File: src/rtl/core/mpce_pkg.sv
// shared types, codes and the period table for the pattern cell encoder
`default_nettype none

package mpce_pkg;

    localparam int unsigned PERIOD_W = 12;

    localparam logic [PERIOD_W-1:0] PERIOD_MIN = 12'd113;
    localparam logic [PERIOD_W-1:0] PERIOD_MAX = 12'd856;

    // input effect kinds
    typedef enum logic [4:0] {
        KIND_NONE       = 5'd0,
        KIND_ARPEGGIO   = 5'd1,
        KIND_PORTA_UP   = 5'd2,
        KIND_PORTA_DOWN = 5'd3,
        KIND_TONEPORTA  = 5'd4,
        KIND_VIBRATO    = 5'd5,
        KIND_TONEP_VOL  = 5'd6,
        KIND_VIBRA_VOL  = 5'd7,
        KIND_TREMOLO    = 5'd8,
        KIND_PANNING    = 5'd9,
        KIND_OFFSET     = 5'd10,
        KIND_VOLSLIDE   = 5'd11,
        KIND_JUMP       = 5'd12,
        KIND_VOLUME     = 5'd13,
        KIND_BREAK      = 5'd14,
        KIND_SPEED      = 5'd15,
        KIND_TEMPO      = 5'd16,
        KIND_SPECIAL    = 5'd17,
        KIND_RETRIG     = 5'd18
    } effect_kind_t;

    // volume column kinds
    typedef enum logic [1:0] {
        VOL_NONE  = 2'd0,
        VOL_SET   = 2'd1,
        VOL_OTHER = 2'd2
    } vol_kind_t;

    // output command nibbles
    localparam logic [3:0] CMD_NONE      = 4'h0;
    localparam logic [3:0] CMD_PORTA_UP  = 4'h1;
    localparam logic [3:0] CMD_PORTA_DN  = 4'h2;
    localparam logic [3:0] CMD_TONEPORTA = 4'h3;
    localparam logic [3:0] CMD_VIBRATO   = 4'h4;
    localparam logic [3:0] CMD_TONEP_VOL = 4'h5;
    localparam logic [3:0] CMD_VIBRA_VOL = 4'h6;
    localparam logic [3:0] CMD_TREMOLO   = 4'h7;
    localparam logic [3:0] CMD_PANNING   = 4'h8;
    localparam logic [3:0] CMD_OFFSET    = 4'h9;
    localparam logic [3:0] CMD_VOLSLIDE  = 4'hA;
    localparam logic [3:0] CMD_JUMP      = 4'hB;
    localparam logic [3:0] CMD_VOLUME    = 4'hC;
    localparam logic [3:0] CMD_BREAK     = 4'hD;
    localparam logic [3:0] CMD_EXTENDED  = 4'hE;
    localparam logic [3:0] CMD_SPEED     = 4'hF;

    // extended sub-command nibbles
    localparam logic [3:0] EXT_FINE_UP    = 4'h1;
    localparam logic [3:0] EXT_FINE_DN    = 4'h2;
    localparam logic [3:0] EXT_FINE_VOLUP = 4'hA;
    localparam logic [3:0] EXT_FINE_VOLDN = 4'hB;
    localparam logic [3:0] EXT_RETRIG     = 4'h9;

    typedef struct packed {
        logic [PERIOD_W-1:0] period;
        logic                range_warn;
    } note_result_t;

    typedef struct packed {
        logic [3:0] cmd;
        logic [7:0] param;
        logic       warn;
    } fx_result_t;

    function automatic logic [PERIOD_W-1:0] period_lookup(input logic [7:0] note);
        logic [PERIOD_W-1:0] p;
        case (note)
            8'd37: p = 12'd1712;  8'd38: p = 12'd1616;  8'd39: p = 12'd1524;
            8'd40: p = 12'd1440;  8'd41: p = 12'd1356;  8'd42: p = 12'd1280;
            8'd43: p = 12'd1208;  8'd44: p = 12'd1140;  8'd45: p = 12'd1076;
            8'd46: p = 12'd1016;  8'd47: p = 12'd960;   8'd48: p = 12'd906;
            8'd49: p = 12'd856;   8'd50: p = 12'd808;   8'd51: p = 12'd762;
            8'd52: p = 12'd720;   8'd53: p = 12'd678;   8'd54: p = 12'd640;
            8'd55: p = 12'd604;   8'd56: p = 12'd570;   8'd57: p = 12'd538;
            8'd58: p = 12'd508;   8'd59: p = 12'd480;   8'd60: p = 12'd453;
            8'd61: p = 12'd428;   8'd62: p = 12'd404;   8'd63: p = 12'd381;
            8'd64: p = 12'd360;   8'd65: p = 12'd339;   8'd66: p = 12'd320;
            8'd67: p = 12'd302;   8'd68: p = 12'd285;   8'd69: p = 12'd269;
            8'd70: p = 12'd254;   8'd71: p = 12'd240;   8'd72: p = 12'd226;
            8'd73: p = 12'd214;   8'd74: p = 12'd202;   8'd75: p = 12'd190;
            8'd76: p = 12'd180;   8'd77: p = 12'd170;   8'd78: p = 12'd160;
            8'd79: p = 12'd151;   8'd80: p = 12'd143;   8'd81: p = 12'd135;
            8'd82: p = 12'd127;   8'd83: p = 12'd120;   8'd84: p = 12'd113;
            8'd85: p = 12'd107;   8'd86: p = 12'd101;   8'd87: p = 12'd95;
            8'd88: p = 12'd90;    8'd89: p = 12'd85;    8'd90: p = 12'd80;
            8'd91: p = 12'd75;    8'd92: p = 12'd71;    8'd93: p = 12'd67;
            8'd94: p = 12'd63;    8'd95: p = 12'd60;    8'd96: p = 12'd56;
            default: p = '0;
        endcase
        return p;
    endfunction

endpackage

`default_nettype wire

File: src/rtl/core/mpce_period_rom.sv
// note to amiga period lookup with range check
`default_nettype none

module mpce_period_rom (
    input  wire logic [7:0]            note_number,
    output mpce_pkg::note_result_t     note_res
);
    import mpce_pkg::*;

    logic [PERIOD_W-1:0] period;

    always_comb
    begin
        period              = period_lookup(note_number);
        note_res.period     = period;
        // table holes read zero, so they land below the minimum
        note_res.range_warn = (note_number != 8'd0)
                              && ((period < PERIOD_MIN) || (period > PERIOD_MAX));
    end

endmodule

`default_nettype wire

File: src/rtl/core/mpce_fx_xlat.sv
// effect and volume column translation to command nibble and parameter
`default_nettype none

module mpce_fx_xlat (
    input  wire logic [4:0]          effect_kind,
    input  wire logic [7:0]          effect_param,
    input  wire logic [1:0]          volume_column_kind,
    input  wire logic [7:0]          volume_column_param,
    output mpce_pkg::fx_result_t     fx_res
);
    import mpce_pkg::*;

    logic [15:0] div_prod;
    logic [4:0]  tens;
    logic [7:0]  ones_full;
    logic [7:0]  bcd;
    logic [3:0]  hi;
    logic [3:0]  lo;

    // divide by ten through reciprocal multiply, exact for all byte values
    always_comb
    begin
        div_prod  = {8'd0, effect_param} * 16'd205;
        tens      = div_prod[15:11];
        ones_full = effect_param - {tens, 3'b000} - {2'b00, tens, 1'b0};
        bcd       = {tens[3:0], ones_full[3:0]};
    end

    assign hi = effect_param[7:4];
    assign lo = effect_param[3:0];

    always_comb
    begin
        fx_res.cmd   = CMD_NONE;
        fx_res.param = effect_param;
        fx_res.warn  = 1'b0;
        case (vol_kind_t'(volume_column_kind))
            VOL_SET:
            begin
                fx_res.cmd   = CMD_VOLUME;
                fx_res.param = volume_column_param;
            end
            VOL_NONE:
            begin
                case (effect_kind_t'(effect_kind))
                    KIND_NONE:     fx_res.param = 8'h00;
                    KIND_ARPEGGIO: fx_res.cmd = CMD_NONE;
                    KIND_PORTA_UP, KIND_PORTA_DOWN:
                    begin
                        fx_res.cmd = (effect_kind_t'(effect_kind) == KIND_PORTA_UP)
                                     ? CMD_PORTA_UP : CMD_PORTA_DN;
                        if (hi == 4'hE || hi == 4'hF)
                        begin
                            fx_res.cmd   = CMD_EXTENDED;
                            fx_res.param[7:4] = (effect_kind_t'(effect_kind) == KIND_PORTA_UP)
                                                ? EXT_FINE_UP : EXT_FINE_DN;
                            // extra-fine steps are quartered
                            fx_res.param[3:0] = (hi == 4'hE) ? {2'b00, lo[3:2]} : lo;
                        end
                    end
                    KIND_TONEPORTA: fx_res.cmd = CMD_TONEPORTA;
                    KIND_VIBRATO:   fx_res.cmd = CMD_VIBRATO;
                    KIND_TONEP_VOL: fx_res.cmd = CMD_TONEP_VOL;
                    KIND_VIBRA_VOL: fx_res.cmd = CMD_VIBRA_VOL;
                    KIND_TREMOLO:   fx_res.cmd = CMD_TREMOLO;
                    KIND_PANNING:   fx_res.cmd = CMD_PANNING;
                    KIND_OFFSET:    fx_res.cmd = CMD_OFFSET;
                    KIND_VOLSLIDE:
                    begin
                        fx_res.cmd = CMD_VOLSLIDE;
                        if (hi != 4'h0 && lo != 4'h0)
                        begin
                            if (hi == 4'hF)
                            begin
                                fx_res.cmd   = CMD_EXTENDED;
                                fx_res.param = {EXT_FINE_VOLDN, lo};
                            end
                            else if (lo == 4'hF)
                            begin
                                fx_res.cmd   = CMD_EXTENDED;
                                fx_res.param = {EXT_FINE_VOLUP, hi};
                            end
                        end
                    end
                    KIND_JUMP:   fx_res.cmd = CMD_JUMP;
                    KIND_VOLUME: fx_res.cmd = CMD_VOLUME;
                    KIND_BREAK:
                    begin
                        fx_res.cmd   = CMD_BREAK;
                        fx_res.param = bcd;
                    end
                    KIND_SPEED:  fx_res.cmd = CMD_SPEED;
                    KIND_TEMPO:  fx_res.cmd = CMD_SPEED;
                    KIND_SPECIAL:
                    begin
                        fx_res.cmd = CMD_EXTENDED;
                        // renumber the extended sub-commands that moved
                        case (hi)
                            4'h1:    fx_res.param = {4'h3, lo};
                            4'h2:    fx_res.param = {4'h5, lo};
                            4'h3:    fx_res.param = {4'h4, lo};
                            4'h4:    fx_res.param = {4'h7, lo};
                            4'hB:    fx_res.param = {4'h6, lo};
                            default: fx_res.param = effect_param;
                        endcase
                    end
                    KIND_RETRIG:
                    begin
                        fx_res.cmd   = CMD_EXTENDED;
                        fx_res.param = {EXT_RETRIG, lo};
                    end
                    default: fx_res.warn = 1'b1;
                endcase
            end
            default: fx_res.warn = 1'b1;
        endcase
    end

endmodule

`default_nettype wire

File: src/rtl/core/mod_pattern_cell_encoder.sv
// top level: tracker cell to four-byte mod pattern cell, two register stages
// a request taken into the input registers moves on to the result registers,
// where done rises with its result; one request per cycle, busy is low
// the period table and the effect translation sit between the input and
// result registers
// reset clears the stage valid flags only; the receiver cannot stall
`default_nettype none

module mod_pattern_cell_encoder (
    input  wire logic       clk,
    input  wire logic       rst_n,
    input  wire logic       start,
    output logic            busy,
    input  wire logic [7:0] note_number,
    input  wire logic [7:0] instrument_number,
    input  wire logic [4:0] effect_kind,
    input  wire logic [7:0] effect_param,
    input  wire logic [1:0] volume_column_kind,
    input  wire logic [7:0] volume_column_param,
    output logic            done,
    output logic [7:0]      cell_byte0,
    output logic [7:0]      cell_byte1,
    output logic [7:0]      cell_byte2,
    output logic [7:0]      cell_byte3,
    output logic            note_range_warning,
    output logic            effect_warning
);
    import mpce_pkg::*;

    logic       valid_reg;
    logic [7:0] note_reg;
    logic [4:0] inst_reg;
    logic [4:0] kind_reg;
    logic [7:0] param_reg;
    logic [1:0] vkind_reg;
    logic [7:0] vparam_reg;

    logic       done_reg;
    logic [7:0] byte0_reg, byte0_next;
    logic [7:0] byte1_reg, byte1_next;
    logic [7:0] byte2_reg, byte2_next;
    logic [7:0] byte3_reg, byte3_next;
    logic       nwarn_reg;
    logic       fwarn_reg;

    note_result_t note_res;
    fx_result_t   fx_res;

    logic accept;

    assign busy   = 1'b0;
    assign accept = start && !busy;

    always_ff @(posedge clk or negedge rst_n)
    begin
        if (!rst_n)
        begin
            valid_reg <= 1'b0;
            done_reg  <= 1'b0;
        end
        else
        begin
            valid_reg <= accept;
            done_reg  <= valid_reg;
        end
    end

    always_ff @(posedge clk)
    begin
        if (accept)
        begin
            note_reg   <= note_number;
            inst_reg   <= instrument_number[4:0];
            kind_reg   <= effect_kind;
            param_reg  <= effect_param;
            vkind_reg  <= volume_column_kind;
            vparam_reg <= volume_column_param;
        end
    end

    mpce_period_rom u_rom (
        .note_number (note_reg),
        .note_res    (note_res)
    );

    mpce_fx_xlat u_xlat (
        .effect_kind         (kind_reg),
        .effect_param        (param_reg),
        .volume_column_kind  (vkind_reg),
        .volume_column_param (vparam_reg),
        .fx_res              (fx_res)
    );

    always_comb
    begin
        byte0_next = {3'b000, inst_reg[4], note_res.period[11:8]};
        byte1_next = note_res.period[7:0];
        byte2_next = {inst_reg[3:0], fx_res.cmd};
        byte3_next = fx_res.param;
    end

    always_ff @(posedge clk)
    begin
        if (valid_reg)
        begin
            byte0_reg <= byte0_next;
            byte1_reg <= byte1_next;
            byte2_reg <= byte2_next;
            byte3_reg <= byte3_next;
            nwarn_reg <= note_res.range_warn;
            fwarn_reg <= fx_res.warn;
        end
    end

    assign done               = done_reg;
    assign cell_byte0         = byte0_reg;
    assign cell_byte1         = byte1_reg;
    assign cell_byte2         = byte2_reg;
    assign cell_byte3         = byte3_reg;
    assign note_range_warning = nwarn_reg;
    assign effect_warning     = fwarn_reg;

    a_done_follows_request: assert property (@(posedge clk) disable iff (!rst_n)
        accept |-> ##2 done)
        else $error("request did not produce a result two cycles later");

    a_done_has_request: assert property (@(posedge clk) disable iff (!rst_n)
        done |-> $past(accept, 2))
        else $error("result strobe without a matching request");

    a_set_volume_wins: assert property (@(posedge clk) disable iff (!rst_n)
        (accept && volume_column_kind == VOL_SET) |-> ##2
        (cell_byte2[3:0] == CMD_VOLUME && cell_byte3 == $past(volume_column_param, 2)
         && !effect_warning))
        else $error("set volume not encoded as volume command");

    a_warn_no_command: assert property (@(posedge clk) disable iff (!rst_n)
        (done && effect_warning) |-> (cell_byte2[3:0] == CMD_NONE))
        else $error("unsupported effect carries a command");

endmodule

`default_nettype wire
File: config.mk
export PLATFORM = sky130hd
export DESIGN_NAME = mod_pattern_cell_encoder
export DESIGN_NICKNAME = d
export VERILOG_FILES = /design/src/rtl/core/mpce_pkg.sv /design/src/rtl/core/mpce_period_rom.sv /design/src/rtl/core/mpce_fx_xlat.sv /design/src/rtl/core/mod_pattern_cell_encoder.sv
export SDC_FILE = /design/constraint.sdc
export NUM_CORES = 1
export LEC_CHECK = 0
export BUFFER_PORTS_ARGS = -buffer_cell sky130_fd_sc_hd__buf_4
export CAP_MARGIN = 0
export CORE_MARGIN = 4
export CORE_UTILIZATION = 55
export CTS_BUF_LIST = sky130_fd_sc_hd__clkbuf_4
export CTS_CLUSTER_DIAMETER = 150
export DETAILED_ROUTE_END_ITERATION = 12
export PLACE_DENSITY = 0.77
export SYNTH_ARGS = -nofsm -noshare
export SYNTH_HDL_FRONTEND = slang
export SYNTH_SLANG_ARGS = --single-unit
File: constraint.sdc
create_clock -name clk -period 6.6 [get_ports clk]
set_input_delay 0.33 -clock clk [delete_from_list [all_inputs] [get_ports clk]]
set_output_delay 0.33 -clock clk [all_outputs]
set_load 0.01 [all_outputs]
==> results_dict.tcl <==
set metrics [dict create \
    status "finished clean" \
    final_net_count 713 \
    wl_per_cell_um 17.3 \
    r2r_slack_ps 1530 \
    hp-start "effect_param[4]" \
    vias 4499 \
    antenna_found_initial 0 \
    yosys.area.top_type "edfxtp_1" \
    dieArea_um2 11800 \
    slew_headroom_pct 15.4 \
    grt_max_degree 51 \
    nFillCells 796 \
    wl_met1_mm 5.76 \
    worstSetupStartpoint "param_reg[4]" \
    place.gp.congestion 0.993 \
    setup_tns_ps 0 \
    synth.distinct_cells 70 \
    worstMarginPinSlew_ps 1240 \
    drive_gt1_share_pct 17.7 \
    rows 36 \
    drt_iter0_drc 396 \
    grt_usage_pct 22.8 \
    dr.pass1.iters 6 \
    p_per_area_nw_per_um2 273 \
    clock-root-buffer "clkbuf_4" \
    crit_fanout 11 \
    drc 0 \
    required_ps 6930 \
    utilization_pct 63.9 \
    postSynthAreaPerCell_um2 10.1 \
    ys_seq_area_share_pct 40.5 \
    die_h_um 109 \
    synth_area_um2 5560 \
    slew_viol_final 0 \
    routed_wl_mm 12.9 \
    clk_pin_slew_ps 150 \
    cp-start-kind "flip-flop" \
    clk_path_buf_depth 2 \
    route.met3.wl_mm 1.11 \
    rsz0062_at_grt "no" \
    cts_tree "done" \
    yosysWarnings 0 \
    h-tree-depth 3 \
    setup.worst_path.end_class "flip-flop" \
    die_w_um 109 \
    synthFlopType "edfxtp_1" \
    initial_core_util_pct 56.6 \
    core-area_um2 9820 \
    register_area_um2 2250 \
    antennaDiodeCount 0 \
    grt_pass1_vias 4231 \
    arrival_ps 5390 \
    synth-edff-count 66 \
    post_cts_buffers 0 \
    period_needed_ps 5070 \
    netlist_top_cells_count "edfxtp_1 (66), ha_1 (57), nand2_1 (52), a21oi_1 (38), o21ai_0 (35)" \
    viasPerCell 6.06 \
    yosys-top-cells-area "edfxtp_1 (36%), ha_1 (13%), dfxtp_1 (4.0%)" \
    hold_violations 0 \
    dr_wl_met2_mm 5.71 \
    ant_nets 0 \
    synth-seq-cells 79 \
    p_leak_nw 2.61 \
    vdd_drop_max_mv 0.164 \
    portBuffers 69 \
    timing.rr.start "param_reg[4]" \
    synth_top_cell_area_share_pct 35.7 \
    maxCapViolCount 0 \
    ioPinCount 78 \
    skew_ps 22.0 \
    async_flop_share_pct 2.53 \
    hp-class "in -> reg" \
    cts-buffers-inserted 9 \
    cts.sinks 79 \
    dp_hpwl_mm 9.30 \
    grt-ovfl-total 0 \
    synth_most_common_cell "edfxtp_1" \
    synth_cells 549 \
    post-route-period-util_pct 76.8 \
    clkLatencyLatePin_ps 440 \
    multi_input_area_um2 3030 \
    setup_viol 0 \
    fmax_mhz 197 \
    grt_first_pass_wirelength_mm 21.1 \
    highest_layer "met4" \
    path_class "reg -> reg" \
    syn2layout_area_growth_pct 12.8 \
]
==> placed cells by master (no fill, tap or decap), types with 13 or more instances in the layout <==
master and instances:
a21oi_1 38, buf_4 71, edfxtp_1 66, ha_1 57, inv_1 34, nand2_1 52
nor2_1 31, nor2b_1 13, o21ai_0 35
==> area by class of cell <==
class,count,share of cell area [%]
clock buffers,9,1.08
clock inverters,7,1.38
inverters,34,2.04
multi-input cells,409,48.3
flip-flops and latches,79,35.9
well taps,133,2.65
repair buffers,72,8.66
==> kinds of logic after synthesis <==
group / count (synthesis) / share of synthesized area, %
muxes: 12 / 2.70
other: 1 / 0.0675
and+or+nand+nor: 144 / 12.7
xor gates and xnor gates: 16 / 2.77
adders and majority gates: 66 / 16.1
buffers and inverters: 65 / 5.27
AOI/OAI and AO/OA: 166 / 19.8
DFF: 79 / 40.5
==> worst paths after layout <==
path,endpoint,cells past startpoint
max reg2reg,cell_byte3[3],19
min,param_reg[4],1
min in group asynchronous,valid_reg,2
min reg2reg,cell_byte2[5],0
max in group asynchronous,done,2
max,cell_byte3[3],19
==> report_power, final <==
group | internal, mW | switching, mW
registers | 0.592 | 0.0419
clock network | 0.124 | 0.190
logic | 0.341 | 0.423
==> routing by layer <==
layer | vias to the layer above | GRT usage [%]
li1 | 2154 | -
met2 | 214 | 34.5
met1 | 2107 | 33.4
met4 | 0 | 7.57
met5 | - | 0
met3 | 24 | 3.58
==> worst max-delay path, cell delays in order, from the launching register on <==
cell	delay [ps]
edfxtp_1	690
inv_1	170
ha_1	370
ha_1	300
inv_1	60
fa_1	450
fa_1	510
inv_1	50
ha_1	300
a21o_1	190
a21oi_2	210
o211ai_1	110
a21oi_1	200
xnor2_1	190
ha_1	310
and2_1	150
a31o_1	200
or3_1	300
a2bb2oi_1	130
nand2_1	60
==> metrics by stage <==
stage	instances	instance area (um2)	hold slack, ps	setup WS (ps)	power (mW)
final	743	6270	49.1	1530	1.71
after global routing	743	6270	15.0	1350	1.83
after floorplan	553	5570	34.4	1950	1.20
after global placement	726	6110	113	1670	1.37
after CTS	743	6270	27.9	1560	1.71
after detailed placement	726	6110	113	1620	1.40
==> what timing repair did <==
action | in CTS | in global routing
hold buffers | 1 | 0
hold endpoints to repair | 2 | 0
gates resized for setup | 0 | 0
Note: power is estimated with default switching activity, not from simulation.
